## config.mk

```make
export PLATFORM = sky130hd
export DESIGN_NAME = ida_ram
export DESIGN_NICKNAME = d
export VERILOG_FILES = /design/src/ida_ram.sv
export SDC_FILE = /design/constraint.sdc
export NUM_CORES = 1
export LEC_CHECK = 0
export BUFFER_PORTS_ARGS = -buffer_cell sky130_fd_sc_hd__buf_2
export CORE_AREA = 2 2 101 103
export CTS_BUF_LIST = sky130_fd_sc_hd__clkbuf_8 sky130_fd_sc_hd__clkbuf_16
export DETAILED_ROUTE_END_ITERATION = 6
export DIE_AREA = 0 0 103 105
export HOLD_SLACK_MARGIN = 0.03
export PLACE_DENSITY = 0.73
export SYNTH_ARGS = -nofsm -noshare
export SYNTH_HDL_FRONTEND = slang
export SYNTH_SLANG_ARGS = --single-unit
export TNS_END_PERCENT = 30
```

## constraint.sdc

```tcl
create_clock -name clk -period 1.68 [get_ports clk]
set_input_delay 0.168 -clock clk [delete_from_list [all_inputs] [get_ports clk]]
set_output_delay 0.168 -clock clk [all_outputs]
set_load 0.01 [all_outputs]
```

## src/ida_ram.sv

```systemverilog
// Generic simple dual-port RAM: one write port, one read port, registered read.
// No dependencies.
`timescale 1ns / 1ps
`default_nettype none

module ida_ram #(
	parameter int WIDTH = 8,
	parameter int DEPTH = 16
) (
	input  wire logic                     clk,
	input  wire logic                     we,
	input  wire logic [$clog2(DEPTH)-1:0] waddr,
	input  wire logic [WIDTH-1:0]         wdata,
	input  wire logic [$clog2(DEPTH)-1:0] raddr,
	output logic      [WIDTH-1:0]         rdata
);

	logic [WIDTH-1:0] mem [DEPTH];

	always_ff @(posedge clk) begin
		if (we) begin
			mem[waddr] <= wdata;
		end
		rdata <= mem[raddr];
	end

endmodule

`default_nettype wire

```

### Yosys cells after proc, flatten, opt, wreduce, memory -nomap -nowiden

Memory sizes are Yosys's and may differ from the RTL's. A register that Yosys moved wholly into a read port is not among the register bits.
Cells that the tools add are included.

* register bits: 0
* RAM bits: 128
* input bits: 18
* output and inout bits: 8
* logic and storage cells: 3
* memories: 1

Memory list
* mem: depth 16, width 8, read ports 1, clocked after memory_dff 1, write ports 1, RTL line 18 `logic [WIDTH-1:0] mem [DEPTH];`

* mux-type cells: 2

Operators by type and width (number)
* 1-bit two-way mux: 2

### Longest topological paths before layout

Gate-level depths: netlist of the first run.

* depth in word-level cells: 2
* mapped depth: 5
* mapped depth without buffers: 3

### Worst setup path after synthesis of the first run

Ideal clock, no wire load.

* path type: input-to-reg
* start point: input port waddr[2]
* end point: memory mem[0][0] (enable)
* arrival time: 1.278 ns
* data required time: 1.297 ns
* setup slack: 0.019 ns
* cell stages on the path: 2
* path buffers: 0
* path through: or3b_2 > nor3_1

RTL lines
* start, declared: RTL line 12 `input wire logic [$clog2(DEPTH)-1:0] waddr,`
* end, declared: RTL line 18

No word-level cell before the write port.

==> results of run 1 <==
flip-flops by register name, summed over array words and instances (netlist names):
signal	count
mem	128
rdata	8
where the power goes:
part | switching, mW | internal (mW) | total, mW | leakage [nW]
clock | 1.24 | 2.26 | 3.50 | 0.293
combinational | 0.199 | 0.157 | 0.356 | 0.595
sequential | 0.0247 | 3.80 | 3.82 | 1.22
Yosys cell counts:
cell type        count  share of area [%]
mux4_1              14                7.1
mux4_2              18                7.9
clkdlybuf4s25_2      3               0.58
nor2_1              13               0.95
and2b_1              1               0.15
nor3_1               4               0.39
buf_6                3               0.66
dfxtp_1              8                3.1
a22oi_1             16                2.3
nand2_1              9               0.66
nand2b_1             2               0.24
edfxtp_1           128                 75
or3b_2               1               0.17
and2_1               1               0.12
buf_2                3               0.29
nor2b_1              1               0.12
nand3_1              1              0.097
nand3b_1             2               0.29
buf_4                1               0.15
cells by family after synthesis:
| kind of cell | Yosys count | synth area share (%) |
|---|---|---|
| mux | 32 | 15.0 |
| flops | 136 | 77.8 |
| compound gates | 16 | 2.33 |
| buf+inv | 10 | 1.68 |
| simple gates | 35 | 3.18 |
worst paths after layout:
kind                    from         end  slack, ps  cells past startpoint
hold reg to reg    mem[7][2]    rdata[2]        670                      3
setup reg to reg  mem[10][3]    rdata[3]        310                      3
setup / recovery  mem[10][3]    rdata[3]        310                      3
hold / removal      wdata[2]  mem[15][2]         50                      1
metrics by stage:
stage	std cells	worst slack [ps]	utilization, %
final	432	312	63.5
after global routing	431	268	63.5
after detailed placement	398	111	57.4
after global placement	398	147	57.4
after CTS	431	299	63.5
after floorplan	229	19.1	-
final cells by class:
class,count,area [um2]
Timing Repair Buffer,47,318
Clock buffer,18,428
Multi-Input combinational cell,83,1060
Sequential cell,136,4000
Fill cell,674,3520
Tap cell,133,166
Clock inverter,14,144
Antenna cell,1,2.50
layer usage:
layer | share of wire (%) | track usage, % | vias to the layer above
li1 | - | - | 1093
met1 | 43 | 28.1 | 1263
met2 | 50 | 29.3 | 76
met3 | 6.0 | 4.68 | 12
met4 | 1.3 | 7.61 | 0
met5 | 0 | 0 | -
timing repair:
action / CTS / global route
hold buffers: 1 / 0
endpoints found under the setup margin: 0 / 0
endpoints found under the hold margin: 6 / 0
==> reports/summary.txt, run 1 <==
DRT Wirelength: 9390 um
FP Rows: 36
CP top delay family: multiplexers
fin crit share: 81.5%
# clock sinks: 136
HPWL after detailed placement: 6040 um
drt pass-1 iters: 4
max_cap viols: 0
I/O Buffers: 25
most common cell after layout, fill and taps aside: edfxtp_1
Cell variety after synth: 19
routed via count: 2444
htree depth: 4
DR WL/cell: 21.7 um
Starting Density: 53.4%
crit path capture type: flip-flop
Fin. Hold Viols: 0
I/O pins: 26
synth warn: 0
Hold Crit Class: in -> reg
TritonCTS clock tree: yes
Syn Nets: 247
WP data arrival: 1750 ps
Power Density: 1250 mW/mm2
GP Congestion: 0.745
Synth Instances: 229
vias in the first global route: 2568
# DRC: 0
die footprint: 0.0108 mm2
Yosys reg bits: 136
most frequent cells in the layout: 128 x edfxtp_1, 25 x buf_2, 19 x buf_4
DR vias/cell: 5.66
Area Overhead vs Synth: 18.9%
RSZ-0062 raised after global routing: no
Post-CTS Setup Repair Bufs: 0
share of cells above drive strength 1: 30.9%
CORE AREA: 0.00964 mm2
setup tns final: 0 ps
largest net degree at the start of global routing: 33
Buf+Inv Stages, Crit Path: 0
chip height: 105 um
fin area: 0.00612 mm2
Worst setup SP type: flip-flop
initial antenna violation count: 1
die width: 103 um
Setup Skew: 9.80 ps
slew at the pin closest to its max-slew limit: 412 ps
DRT iter0 DRCs: 226
Final setup viols: 0
FMAX: 0.731 GHz
root buffer cell: clkbuf_8
total grt overflow: 0
Mapped Area: 0.00515 mm2
Crit Path Class: reg -> reg
leakage power: 2.11 nW
Power, Total: 7.67 mW
CP Max Fanout: 1
Post-DRT Antenna Nets: 0
Critical Path RT: 2070 ps
first-pass GRT wire length: 14600 um
Period minus WS final: 1370 ps
clock latency on the worst-skew pair: 510 ps
slowest CP cell: mux4_1
CP peak stage delay: 520 ps
outcome: finished, final reports clean
Worst Hold Margin: 47.7 ps
Peak VDD IR: 706 uV
PostCTS Resize Cnt: 0
Slew Limit Fails: 0
max_slew headroom: 72.4%
Global Route Usage Sum: 19.5%
Inserted Clock Buffers: 17
nets: 303
clock tree buffer depth: 2
Placed Area: 0.00554 mm2
clk slew on worst S/H paths: 60 ps
critical path, cell by cell: mux4_1 > a22oi_1 > nand2_1
sequential fraction of the synthesis area: 77.8%
Mapped Avg Cell Area: 22.5 um2
Power figures use the tool's default switching activity.
==> run 2: changes to the inputs <==
- CORE_AREA: 2 2 101 103 -> 2 2 100 102
- DIE_AREA: 0 0 103 105 -> 0 0 102 104
- PLACE_DENSITY: 0.73 -> 0.72
- clock period: 1.68 -> 1.3 ns (I/O delays scaled with it)
==> reports/summary.txt, run 2 (synthesized netlist as in run 1, its figures left out) <==
critical path, cell by cell: mux4_2 > a22oi_2 > nand2_1 (was mux4_1 > a22oi_1 > nand2_1)
clk slew on worst S/H paths: 60 ps (about the same)
Placed Area: 0.00558 mm2 (was 0.00554 mm2)
total grt overflow: 0 (unchanged)
Comb power frac: 5.3% (was 4.6%)
fin area: 0.00628 mm2 (was 0.00612 mm2)
Util after Layout: 65.8% (was 63.5%)
die width: 102 um (was 103 um)
Hold Crit Class: in -> reg (unchanged)
I/O pins: 26 (unchanged)
# clock sinks: 136 (unchanged)
Worst Reg-to-Reg Cells: 3 (unchanged)
Global Route Usage Sum: 21.7% (was 19.5%)
clock latency on the worst-skew pair: 520 ps (was 510 ps)
outcome: finished, violations left (was finished, final reports clean)
most frequent cells in the layout: 128 x edfxtp_1, 26 x mux4_2, 25 x buf_2 (was 128 x edfxtp_1, 25 x buf_2, 19 x buf_4)
Crit Path Class: reg -> reg (unchanged)
WP data arrival: 1720 ps (was 1750 ps)
FMAX: 0.765 GHz (was 0.731 GHz)
Slew Limit Fails: 0 (unchanged)
P_sw: 2.10 mW (was 1.47 mW)
DR WL/cell: 23.7 um (was 21.7 um)
Area Overhead vs Synth: 22.0% (was 18.9%)
Power Density: 1630 mW/mm2 (was 1250 mW/mm2)
initial antenna violation count: 0 (was 1)
drt pass-1 iters: 4 (unchanged)
crit path capture type: flip-flop (unchanged)
RSZ-0062 raised after global routing: yes (was no)
Largest register FFs: 128 (unchanged)
CP peak stage delay: 530 ps (was 520 ps)
CORE AREA: 0.00955 mm2 (was 0.00964 mm2)
largest net degree at the start of global routing: 22 (was 33)
routed via count: 2554 (was 2444)
FILL cells: 644 (was 674)
fin crit share: 101% (was 81.5%)
CP Max Fanout: 1 (unchanged)
max_slew headroom: 40.7% (was 72.4%)
slowest CP cell: mux4_2 (was mux4_1)
nets: 314 (was 303)
I/O Buffers: 25 (unchanged)
Post-DRT Antenna Nets: 0 (unchanged)
chip height: 104 um (was 105 um)
Clock power frac: 46.5% (was 45.6%)
sequential share of power: 48.2% (was 49.8%)
worst setup margin: -7.50 ps (was 312 ps)
max_cap viols: 0 (unchanged)
FP Rows: 36 (unchanged)
Peak VDD IR: 1360 uV (was 706 uV)
failing checks: negative setup slack
diode count: 0 (was 1)
root buffer cell: clkbuf_8 (unchanged)
Pint: 8.12 mW (was 6.21 mW)
die footprint: 0.0106 mm2 (was 0.0108 mm2)
Worst setup SP type: flip-flop (unchanged)
Final setup viols: 1 (was 0)
most common cell after layout, fill and taps aside: edfxtp_1 (unchanged)
vias in the first global route: 2614 (was 2568)
# DRC: 0 (unchanged)
HPWL after detailed placement: 6330 um (was 6040 um)
Inserted Clock Buffers: 17 (unchanged)
Starting Density: 53.9% (was 53.4%)
biggest regs: mem: 128 flops, rdata: 8 flops (unchanged)
Post-CTS Setup Repair Bufs: 0 (unchanged)
share of cells above drive strength 1: 38.5% (was 30.9%)
Setup Skew: 8.24 ps (was 9.80 ps)
Fin. Hold Viols: 0 (unchanged)
flop2flop setup slack: -7 ps (was 310 ps)
DRT iter0 DRCs: 311 (was 226)
TritonCTS clock tree: yes (unchanged)
Biggest register: mem (unchanged)
clock tree buffer depth: 2 (unchanged)
slew at the pin closest to its max-slew limit: 888 ps (was 412 ps)
Period minus WS final: 1310 ps (was 1370 ps)
GP Congestion: 0.800 (was 0.745)
Critical Path RT: 1710 ps (was 2070 ps)
Hold Crit Depth: 3 (was 1)
setup tns final: -7.50 ps (was 0 ps)
Power, Total: 10.2 mW (was 7.67 mW)
DRT Wirelength: 10500 um (was 9390 um)
leakage power: 2.13 nW (was 2.11 nW)
first-pass GRT wire length: 15700 um (was 14600 um)
htree depth: 4 (unchanged)
switching share of power: 20.6% (was 19.1%)
DR vias/cell: 5.78 (was 5.66)
## run 2: cell count changes in the layout (fill, tap and decap cells not counted), sizes merged
| cell | previous run | this run |
|---|---|---|
| buf | 46 | 50 |
| diode | 1 | 0 |
| inv | 4 | 2 |
| dlygate4sd3 | 1 | 8 |
| clkinvlp | 2 | 4 |
## run 2: worst paths after layout
path / start / end
setup / recovery: mem[14][3] / rdata[3]
hold / removal: waddr[0] / mem[4][0]
setup reg to reg: mem[14][3] / rdata[3]
hold reg to reg: mem[11][7] / rdata[7]
## run 2: final cells by class
class	count	area, um2	area share [%]
Timing Repair Buffer	58	430	6.85
Sequential cell	136	4000	63.8
Tap cell	133	166	2.65
Clock buffer	18	428	6.81
Clock inverter	14	174	2.77
Multi-Input combinational cell	83	1080	17.2
## run 2: timing repair
item | CTS | global route
resized for setup | 8 | 9
pin swaps | 2 | 5
hold buffers | 8 | 0
endpoints found under the hold margin | 128 | 0
endpoints found under the setup margin | 6 | 8
## run 2: power by group through the flow
stage	sequential, mW	combinational, mW	clock (mW)
after floorplan	5.03	0.249	0
after global placement	5.02	0.487	0
after detailed placement	5.02	0.504	0
after CTS	4.93	0.538	4.80
after global routing	4.94	0.579	4.99
final	4.93	0.542	4.75
## run 2: stage by stage
step / worst slack, ps / cells / hold slack [ps]
floorplan: -96.1 / 229 / 229
global placement: -324 / 402 / 528
detailed placement: -312 / 402 / 525
CTS: -37.3 / 442 / 167
global route: -38.4 / 442 / 198
finish: -7.50 / 442 / 199
## run 2: routing by layer
layer	vias to the layer above	share of wire [%]	global-route usage, %
met5	-	0	0
met1	1311	41	30.5
met3	19	7.6	5.58
met2	124	49	32.5
li1	1100	-	-
met4	0	2.0	9.14
## run 2: worst max-delay path, delay by kind of cell, from the launching register on
| kind | cells | cell delay (ps) |
|---|---|---|
| AND/OR/NAND/NOR | 1 | 70 |
| multiplexers | 1 | 530 |
| AO/OA/AOI/OAI | 1 | 200 |
| flip-flops | 1 | 400 |
